## config.mk

```make
export PLATFORM = sky130hd
export DESIGN_NAME = ps2_mouse_packet_tracker_core
export DESIGN_NICKNAME = d
export VERILOG_FILES = /design/src/sv/pmt_pkg.sv /design/src/sv/pmt_in_stage.sv /design/src/sv/pmt_tracker.sv /design/src/sv/ps2_mouse_packet_tracker_core.sv
export SDC_FILE = /design/constraint.sdc
export NUM_CORES = 1
export LEC_CHECK = 0
export ABC_AREA = 1
export BUFFER_PORTS_ARGS = -buffer_cell sky130_fd_sc_hd__buf_2
export CAP_MARGIN = 10
export CORE_MARGIN = 3
export CORE_UTILIZATION = 55
export CTS_BUF_LIST = sky130_fd_sc_hd__clkbuf_4 sky130_fd_sc_hd__clkbuf_8
export CTS_CLUSTER_SIZE = 14
export DETAILED_ROUTE_END_ITERATION = 10
export GPL_TIMING_DRIVEN = 0
export MAX_ROUTING_LAYER = met4
export PLACE_DENSITY = 0.88
export SYNTH_ARGS = -nofsm -noshare
export SYNTH_HDL_FRONTEND = slang
export SYNTH_SLANG_ARGS = --single-unit
```

## constraint.sdc

```tcl
create_clock -name clk -period 2.9 [get_ports clk]
set_input_delay 0.58 -clock clk [delete_from_list [all_inputs] [get_ports clk]]
set_output_delay 0.58 -clock clk [all_outputs]
set_load 0.02 [all_outputs]
```

## src/sv/pmt_pkg.sv

```systemverilog
// Shared types and constants for the PS/2 mouse packet tracker.
// Used by every module of the block; depends on nothing.
package pmt_pkg;

  localparam int RX_W       = 8;
  localparam int CFG_DATA_W = 12;
  localparam int CFG_IDX_W  = 1;

  // Reset values of the limits and of the pointer.
  localparam int X_LIMIT_RESET  = 1280;
  localparam int Y_LIMIT_RESET  = 720;
  localparam int CURSOR_X_RESET = 640;
  localparam int CURSOR_Y_RESET = 360;

  // Bit positions within the packet header byte.
  localparam int HDR_LEFT_BIT  = 0;
  localparam int HDR_SYNC_BIT  = 3;
  localparam int HDR_XSIGN_BIT = 4;
  localparam int HDR_YSIGN_BIT = 5;

  // Position of the next byte within a three-byte packet.
  typedef enum logic [1:0] {
    SLOT_HDR = 2'd0,
    SLOT_DX  = 2'd1,
    SLOT_DY  = 2'd2
  } slot_t;

  typedef enum logic [CFG_IDX_W-1:0] {
    REG_X_LIMIT = 1'b0,
    REG_Y_LIMIT = 1'b1
  } cfg_reg_t;

  // A received byte held in the input register.
  typedef struct packed {
    logic            valid;
    logic [RX_W-1:0] data;
  } rx_item_t;

endpackage

```

## src/sv/pmt_in_stage.sv

```systemverilog
// Input register of the packet tracker: holds one received byte.
// Depends on pmt_pkg.
module pmt_in_stage (
  input  logic                   clk,
  input  logic                   rst,
  input  logic                   s_tvalid,
  output logic                   s_tready,
  input  logic [pmt_pkg::RX_W-1:0] s_tdata,
  input  logic                   take,
  output pmt_pkg::rx_item_t      item
);

  logic                     in_valid;
  logic [pmt_pkg::RX_W-1:0] in_byte;

  // The register frees up in the same cycle that the tracker consumes it.
  assign s_tready   = !rst && (!in_valid || take);
  assign item.valid = in_valid;
  assign item.data  = in_byte;

  always_ff @(posedge clk) begin
    if (rst) begin
      in_valid <= 1'b0;
    end else if (s_tvalid && s_tready) begin
      in_valid <= 1'b1;
    end else if (take) begin
      in_valid <= 1'b0;
    end
  end

  always_ff @(posedge clk) begin
    if (s_tvalid && s_tready) begin
      in_byte <= s_tdata;
    end
  end

endmodule

```

## src/sv/pmt_tracker.sv

```systemverilog
// Packet framing, pointer update with clamping, and the result register.
// Depends on pmt_pkg.
module pmt_tracker #(
  parameter int POS_WIDTH = 12
) (
  input  logic                 clk,
  input  logic                 rst,
  input  pmt_pkg::rx_item_t    item,
  output logic                 take,
  input  logic [POS_WIDTH-1:0] x_limit,
  input  logic [POS_WIDTH-1:0] y_limit,
  output logic                 out_valid,
  input  logic                 out_ready,
  output logic [POS_WIDTH-1:0] pos_x,
  output logic [POS_WIDTH-1:0] pos_y,
  output logic                 left_held,
  output logic                 left_click
);

  localparam int SUM_W = POS_WIDTH + 2;

  pmt_pkg::slot_t           slot;
  pmt_pkg::slot_t           slot_next;
  logic [pmt_pkg::RX_W-1:0] header_byte;
  logic [pmt_pkg::RX_W-1:0] dx_byte;
  logic [POS_WIDTH-1:0]     cursor_x;
  logic [POS_WIDTH-1:0]     cursor_y;
  logic [POS_WIDTH-1:0]     cursor_x_next;
  logic [POS_WIDTH-1:0]     cursor_y_next;
  logic                     button_prev;
  logic                     click;
  logic                     completes;

  logic signed [SUM_W-1:0] dx_ext;
  logic signed [SUM_W-1:0] dy_ext;
  logic signed [SUM_W-1:0] nx;
  logic signed [SUM_W-1:0] ny;

  // Slot sequencing. A byte without the sync bit never starts a packet.
  always_comb begin
    slot_next = slot;
    case (slot)
      pmt_pkg::SLOT_DX: slot_next = pmt_pkg::SLOT_DY;
      pmt_pkg::SLOT_DY: slot_next = pmt_pkg::SLOT_HDR;
      default: begin
        if (item.data[pmt_pkg::HDR_SYNC_BIT]) begin
          slot_next = pmt_pkg::SLOT_DX;
        end else begin
          slot_next = pmt_pkg::SLOT_HDR;
        end
      end
    endcase
  end

  // Only the last byte of a packet needs room in the result register.
  assign completes = (slot == pmt_pkg::SLOT_DY);
  assign take      = item.valid && (!completes || !out_valid || out_ready);

  // Nine-bit deltas, sign from the header, widened to the sum width.
  always_comb begin
    dx_ext = signed'({{(SUM_W-pmt_pkg::RX_W){header_byte[pmt_pkg::HDR_XSIGN_BIT]}}, dx_byte});
    dy_ext = signed'({{(SUM_W-pmt_pkg::RX_W){header_byte[pmt_pkg::HDR_YSIGN_BIT]}},
                      item.data});
    nx     = signed'({2'b00, cursor_x}) + dx_ext;
    ny     = signed'({2'b00, cursor_y}) - dy_ext;
  end

  always_comb begin
    if (nx[SUM_W-1]) begin
      cursor_x_next = '0;
    end else if (nx > signed'({2'b00, x_limit})) begin
      cursor_x_next = x_limit;
    end else begin
      cursor_x_next = nx[POS_WIDTH-1:0];
    end
    if (ny[SUM_W-1]) begin
      cursor_y_next = '0;
    end else if (ny > signed'({2'b00, y_limit})) begin
      cursor_y_next = y_limit;
    end else begin
      cursor_y_next = ny[POS_WIDTH-1:0];
    end
  end

  always_ff @(posedge clk) begin
    if (rst) begin
      slot        <= pmt_pkg::SLOT_HDR;
      header_byte <= '0;
      dx_byte     <= '0;
      cursor_x    <= POS_WIDTH'(pmt_pkg::CURSOR_X_RESET);
      cursor_y    <= POS_WIDTH'(pmt_pkg::CURSOR_Y_RESET);
      button_prev <= 1'b0;
      click       <= 1'b0;
    end else begin
      if (take) begin
        slot <= slot_next;
        case (slot)
          pmt_pkg::SLOT_DX: dx_byte <= item.data;
          pmt_pkg::SLOT_DY: begin
            cursor_x    <= cursor_x_next;
            cursor_y    <= cursor_y_next;
            button_prev <= header_byte[pmt_pkg::HDR_LEFT_BIT];
            click       <= header_byte[pmt_pkg::HDR_LEFT_BIT] & ~button_prev;
          end
          default: begin
            if (item.data[pmt_pkg::HDR_SYNC_BIT]) begin
              header_byte <= item.data;
            end
          end
        endcase
      end
    end
  end

  // A loaded result stays until it is transferred; a new one may load in the
  // same cycle that the old one leaves.
  always_ff @(posedge clk) begin
    if (rst) begin
      out_valid <= 1'b0;
    end else if (take && completes) begin
      out_valid <= 1'b1;
    end else if (out_ready) begin
      out_valid <= 1'b0;
    end
  end

  // The pointer registers change only when a result is loaded, so they
  // double as the result payload.
  assign pos_x      = cursor_x;
  assign pos_y      = cursor_y;
  assign left_held  = button_prev;
  assign left_click = click;

endmodule

```

## src/sv/ps2_mouse_packet_tracker_core.sv

```systemverilog
// Top level of the PS/2 mouse packet tracker: limit registers and stream ports.
// Depends on pmt_pkg, pmt_in_stage and pmt_tracker.
//
// Received mouse bytes enter on the s_* stream, one byte per transfer. Bytes
// are framed into three-byte packets (header, X delta, Y delta); while a
// header is awaited, a byte with bit 3 clear is dropped. Each completed
// packet moves the pointer by the signed deltas (Y inverted), clamps it to
// the range from zero to x_limit and y_limit, and sends one result on the
// m_* stream with the position, the left button level and a click pulse on
// the button's press.
// The last packet byte goes through the input register and then loads the
// result register, which raises m_tvalid. One byte is taken every cycle: the
// input register and the result register stand apart, so bytes keep flowing
// while a result waits. When the receiver stalls, a finished result holds;
// header and X bytes are still taken, and only the Y byte of the next packet
// waits. Reset clears the framing state, sets the pointer to (640, 360),
// restores the limits to 1280 and 720, empties both registers and holds
// s_tready low. The user writes the limits through cfg_wen, cfg_index and
// cfg_data only while idle; the block itself does not enforce this.
module ps2_mouse_packet_tracker_core #(
  parameter int POS_WIDTH = 12
) (
  input  logic                             clk,
  input  logic                             rst,
  // s_tdata: rx_byte[7:0]
  input  logic                             s_tvalid,
  output logic                             s_tready,
  input  logic [pmt_pkg::RX_W-1:0]         s_tdata,
  // m_tdata: pos_x, pos_y, left_held, left_click, zero fill to whole bytes
  output logic                             m_tvalid,
  input  logic                             m_tready,
  output logic [((2*POS_WIDTH+2+7)/8)*8-1:0] m_tdata,
  input  logic                             cfg_wen,
  input  logic [pmt_pkg::CFG_IDX_W-1:0]    cfg_index,
  input  logic [pmt_pkg::CFG_DATA_W-1:0]   cfg_data
);

  localparam int OUT_W = ((2*POS_WIDTH+2+7)/8)*8;

  pmt_pkg::rx_item_t    item;
  logic                 take;
  logic [POS_WIDTH-1:0] x_limit;
  logic [POS_WIDTH-1:0] y_limit;
  logic [POS_WIDTH-1:0] pos_x;
  logic [POS_WIDTH-1:0] pos_y;
  logic                 left_held;
  logic                 left_click;

  // Limits keep the low POS_WIDTH bits of the 12-bit register value.
  always_ff @(posedge clk) begin
    if (rst) begin
      x_limit <= POS_WIDTH'(pmt_pkg::X_LIMIT_RESET);
      y_limit <= POS_WIDTH'(pmt_pkg::Y_LIMIT_RESET);
    end else if (cfg_wen) begin
      case (pmt_pkg::cfg_reg_t'(cfg_index))
        pmt_pkg::REG_X_LIMIT: x_limit <= POS_WIDTH'(cfg_data);
        pmt_pkg::REG_Y_LIMIT: y_limit <= POS_WIDTH'(cfg_data);
        default: ;
      endcase
    end
  end

  pmt_in_stage u_in (
    .clk      (clk),
    .rst      (rst),
    .s_tvalid (s_tvalid),
    .s_tready (s_tready),
    .s_tdata  (s_tdata),
    .take     (take),
    .item     (item)
  );

  pmt_tracker #(
    .POS_WIDTH (POS_WIDTH)
  ) u_trk (
    .clk        (clk),
    .rst        (rst),
    .item       (item),
    .take       (take),
    .x_limit    (x_limit),
    .y_limit    (y_limit),
    .out_valid  (m_tvalid),
    .out_ready  (m_tready),
    .pos_x      (pos_x),
    .pos_y      (pos_y),
    .left_held  (left_held),
    .left_click (left_click)
  );

  // Fields packed from the lowest bit up; the zero fill sits above them.
  assign m_tdata = OUT_W'({left_click, left_held, pos_y, pos_x});

endmodule

```

### Word-level counts from Yosys, hierarchy flattened

Index checks and enable logic that the tools add are counted.

* word-level logic and storage cells: 51
* latch bits: 0
* RAM bits: 0
* bits in read-only memories: 0
* memories: 0
* output and inout bits: 34
* register bits: 76
* input port bits: 26

* reductions and logical operators: 19
* divide/modulo/power cells: 0
* muxes and demuxes: 10
* multipliers: 0
* shift operators: 0
* equal/unequal tests: 2
* $add $sub $neg: 2
* $lt $le $gt $ge: 2
* bitwise operators: 4

Operators with widths (number)
* two-way mux 12 bit: 4
* greater-than comparator 14 x 13 -> 1 bit: 2
* adder 13 x 9 -> 14 bit: 1
* subtractor 13 x 9 -> 14 bit: 1
* AND reduction 2 bit: 4
* two-way mux 1 bit: 5
* logical AND 1 bit: 4
* logical NOT 1 bit: 4
* one-hot mux 2 bit (2 select lines): 1
* nonzero test 2 bit: 2
* logical OR 1 bit: 3
* inverter 1 bit: 3
* AND reduction 3 bit: 1
* == test 2 x 1 -> 1 bit (second input constant): 1
* == test 2 bit (second input constant): 1
* OR reduction 2 bit: 1
* AND 1 bit: 1

### Longest topological paths before layout

* depth after elaboration: 9
* mapped depth: 24
* gate-level depth less buffers: 23

### By module

From an unflattened synthesis, not the netlist that was laid out.

* cells, all modules: 732
* area total of the unflattened synthesis: 5039.8 um2

By module, submodules not included
* pmt_tracker: cells an instance 576, sequential area each 800.8 um2, times used 1, area an instance 3736.1 um2
* ps2_mouse_packet_tracker_core: cells an instance 138, sequential area each 480.5 um2, times used 1, area an instance 997.2 um2
* pmt_in_stage: cells an instance 18, sequential area each 260.2 um2, times used 1, area an instance 306.5 um2

### Worst setup path after synthesis

No wires, ideal clock.

* path kind: register to register
* from: register u_trk.cursor_x[0] (netlist: u_trk.pos_x[0])
* to: register u_trk.cursor_x[7] (netlist: u_trk.pos_x[7])
* buffers on the path: 1
* slack: -0.284 ns
* period minus slack after synthesis: 3.184 ns
* arrival time: 3.061 ns
* data required time: 2.777 ns
* stages on the path, launching flop included: 19
* path through: dfxtp_1 > ha_1 > inv_1 > fa_1 > o21ai_2 > a21oi_1 > o21bai_1 > xor2_1 > inv_1 > ha_1 > nand2_1 > inv_1 > nand2_1 > nor3b_1 > nand4_1 > nand3b_4 > buf_2 > a21oi_1 > o21ai_0

* word-level cells in the longest chain between the ends: 4

Ends and longest elaborated chain
* start, declared: line pmt_tracker.sv:26 `logic [POS_WIDTH-1:0] cursor_x;`
* start signal, assigned: line pmt_tracker.sv:90 `cursor_x <= POS_WIDTH'(pmt_pkg::CURSOR_X_RESET);`
* start signal, assigned: line pmt_tracker.sv:100 `cursor_x <= cursor_x_next;`
* adder 13 x 9 -> 14 bit *: line pmt_tracker.sv:64 `nx = signed'({2'b00, cursor_x}) + dx_ext;`
* greater-than comparator 14 x 13 -> 1 bit: line pmt_tracker.sv:71 `end else if (nx > signed'({2'b00, x_limit})) begin`
* two-way mux 12 bit: line pmt_tracker.sv:71
* two-way mux 12 bit *: line pmt_tracker.sv:69 `if (nx[SUM_W-1]) begin`

Every way passes the cells marked *; elsewhere a longest branch is shown, timed or not.
A chain may end at the register's enable or synchronous reset.

### Worst setup path in the final report

* from: register u_in.in_byte[0] in the netlist's numbering
* to: register u_trk.cursor_y[4] (netlist: u_trk.pos_y[4])

* word-level cells in the longest chain between the ends: 4

Ends and longest elaborated chain
* start, declared: line pmt_in_stage.sv:14 `logic [pmt_pkg::RX_W-1:0] in_byte;`
* start signal, assigned: line pmt_in_stage.sv:33 `in_byte <= s_tdata;`
* subtractor 13 x 9 -> 14 bit *: line pmt_tracker.sv:65 `ny = signed'({2'b00, cursor_y}) - dy_ext;`
* greater-than comparator 14 x 13 -> 1 bit: line pmt_tracker.sv:78 `end else if (ny > signed'({2'b00, y_limit})) begin`
* two-way mux 12 bit: line pmt_tracker.sv:78
* two-way mux 12 bit *: line pmt_tracker.sv:76 `if (ny[SUM_W-1]) begin`
* end signal, assigned: line pmt_tracker.sv:91 `cursor_y <= POS_WIDTH'(pmt_pkg::CURSOR_Y_RESET);`
* end signal, assigned: line pmt_tracker.sv:101 `cursor_y <= cursor_y_next;`
* end, declared: line pmt_tracker.sv:27 `logic [POS_WIDTH-1:0] cursor_y;`

Marks and branches as above.

==> metrics.csv <==
metric;value;unit
status;complete, but fails checks;
failed_checks;setup timing;
root_buffer;clkbuf_8;
num_vias;5388;
synthTopCellsByArea;dfxtp_1, ha_1, nand2_1;
r2r-start;u_in.in_byte[0]$_DFFE_PP_;
cts_num_sinks;73;
synth.top_cell.area_share;0.269;
cts_max_level;3;
peakVddDrop;351;uV
core-area;8380;sq um
crit_fanout;5;
worstSetupStartpointType;register;
max_freq;0.279;GHz
min_period_over_period;1.24;
hpwl;9850;um
period_needed;3.59;ns
synth_flop_cell;dfxtp_1;
cts_buffers;9;
synth-simple-area-share;0.221;
yosysTopAreaCell;dfxtp_1;
yosys.area_share.adder;0.143;
rsz0062_at_grt;true;
syn-cell-area;4840;sq um
setup_viol;24;
whs;0.395;ns
start_util;0.578;
die_w;99.8;um
synth_compound_area_frac;0.164;
n_antenna_cell;0;
power.density;459;nW/um^2
yosys.area_share.xor_xnor;0.0362;
drt-initial-drc-count;559;
syn_avg_cell_area;7.16;sq um
cts_hold_buf;0;
totalWireLength;16900;um
viasPerCell;6.12;
grt_pass1_vias;5181;
min_from;s_tdata[5];
synth.mux.area_fraction;0;
totalPowerFinal;2890;uW
grt_max_degree;13;
worst_ep_arrival_time;3.80;ns
crit_path_end_kind;register;
cts_tree;yes;
die_h;99.8;um
area_delta_synth_final;29.9;%
grt_pass1_wl;24500;um
layout-drive-gt1-share;0.301;
tightestPinTransition;0.771;ns
utilization;0.751;
crit_required;3.11;ns
clock_path_buffers;2;
layout.nets;850;
ys_warn_count;0;
post-place-ws;-0.468;ns
first_pass_iters;6;
fin_ws;-0.686;ns
final_common_cell;nand2_1;
yosysSeqAreaShare;0.318;
synth.distinct_cells;39;
track_usage;0.320;
synth_top_family_by_area;simple AND/OR/NAND/NOR gates;
remaining_drc_errors;0;
ant_nets;0;
max-slew-margin-rel;0.486;
finalClockSkew;0.00653;ns
slew_violations;0;
async_flop_share;0;
synth-edff-count;8;
ff2ff_setup_slack;-0.69;ns
fp-row-count;33;
final_cell_mix;nand2_1, inv_1, a21oi_1;
wire_per_inst;19.2;um
yosys_register_bits;73;
cap_violations;0;
critPathKind;register to register;
path_clk_slew;0.08;ns
hold_violations;0;
hold_path.class;primary input to register;
antenna_found_initial;0;
dieArea;9970;sq um
gp_congestion;0.978;
place.port_buffers;52;
synthCells;676;
grt-ovfl-total;0;
startpoint;u_in.in_byte[0]$_DFFE_PP_;
io_pins;60;
p_leak;0.00296;uW
clk_latency;0.36;ns
-- final cells by class --
class / instances / area, sq um
multi-input cells: 471 / 3290
fillers: 538 / 2090
flip-flops and latches: 73 / 1560
repair buffers: 78 / 490
inverters: 108 / 408
plain buffers: 29 / 188
clock buffers: 11 / 145
well taps: 105 / 131
clock inverters: 5 / 78.8
-- cells in the mapped netlist (all sizes together), types with 2 or more instances --
library cell and number:
nor2 23, inv 107, o21ai 38, nor3 2, o21a 2, fa 2, dfxtp 65, xor2 16
edfxtp 8, nand3 52, nand3b 2, clkbuf 12, or2 2, a21oi 88, buf 17, nand4 7
nor3b 2, o211ai 10, o21bai 5, xnor2 4, ha 52, nand2 155
-- metrics by stage --
step / area (sq um) / TNS (ns) / instances
5_1_grt: 6290 / -16.09 / 880
2_1_floorplan: 4950 / -1.40 / 681
4_1_cts: 6070 / -6.62 / 874
3_3_place_gp: 5350 / -9.05 / 838
6_report: 6290 / -13.10 / 880
3_5_place_dp: 5350 / -9.81 / 838
-- kinds of logic after synthesis --
group	after synthesis
buffers and inverters	137
flip-flops	73
adder cells (fa/ha/maj)	54
other	1
AND/OR/NAND/NOR	246
AO/OA/AOI/OAI	145
XOR/XNOR	20
-- critical path, cell delays in order (launching register included) --
cell      delay, ns
edfxtp_1       0.48
ha_4           0.17
inv_2          0.06
fa_2           0.41
nand3_4        0.10
nand2_4        0.07
a21oi_4        0.15
o21bai_1       0.11
xor2_1         0.20
inv_1          0.10
ha_4           0.28
nand4_1        0.12
nor2_2         0.18
nand4_1        0.14
a21boi_4       0.18
o21ai_4        0.21
buf_12         0.14
buf_8          0.10
nand2_1        0.08
nand3_1        0.10
a21oi_1        0.07
-- worst paths after layout --
| path | to | cells past startpoint |
|---|---|---|
| worst min register to register | u_trk.left_held$_SDFFE_PP0P_ | 2 |
| worst min-delay path | u_in.in_byte[5]$_DFFE_PP_ | 1 |
| worst max-delay path | u_trk.pos_y[4]$_SDFFE_PP0P_ | 20 |
| worst max register to register | u_trk.pos_y[4]$_SDFFE_PP0P_ | 20 |
-- layer usage --
metal	up-vias	global-route usage	share of wire
li1	2378	-	-
met1	2467	0.338	0.33
met2	393	0.554	0.48
met3	150	0.0459	0.10
met4	0	0.212	0.086
met5	-	-	0
-- timing repair --
item,CTS,global route
gates cloned,4,0
buffers inserted,17,6
resized for setup,79,39
endpoints found under the setup margin,24,24
pin swaps,46,37
-- state kept, by name, indices dropped and copies added (netlist names) --
| signal | flops |
|---|---|
| u_trk.pos_x | 12 |
| u_trk.left_held | 1 |
| x_limit | 12 |
| y_limit | 12 |
| u_trk.pos_y | 12 |
| u_trk.header_byte | 3 |
| u_in.in_byte | 8 |
| u_trk.slot | 2 |
| u_in.in_valid | 1 |
| u_trk.out_valid | 1 |
| u_trk.dx_byte | 8 |
| u_trk.left_click | 1 |
-- power by group --
| part | switching, uW | leakage, uW | total (uW) | internal [uW] |
|---|---|---|---|---|
| sequential | 23.3 | 0.000609 | 1080 | 1060 |
| combinational | 530 | 0.00224 | 878 | 347 |
| clock | 413 | 0.000117 | 930 | 517 |
| total | 967 | 0.00296 | 2890 | 1920 |
Power figures use the tool's default switching activity.
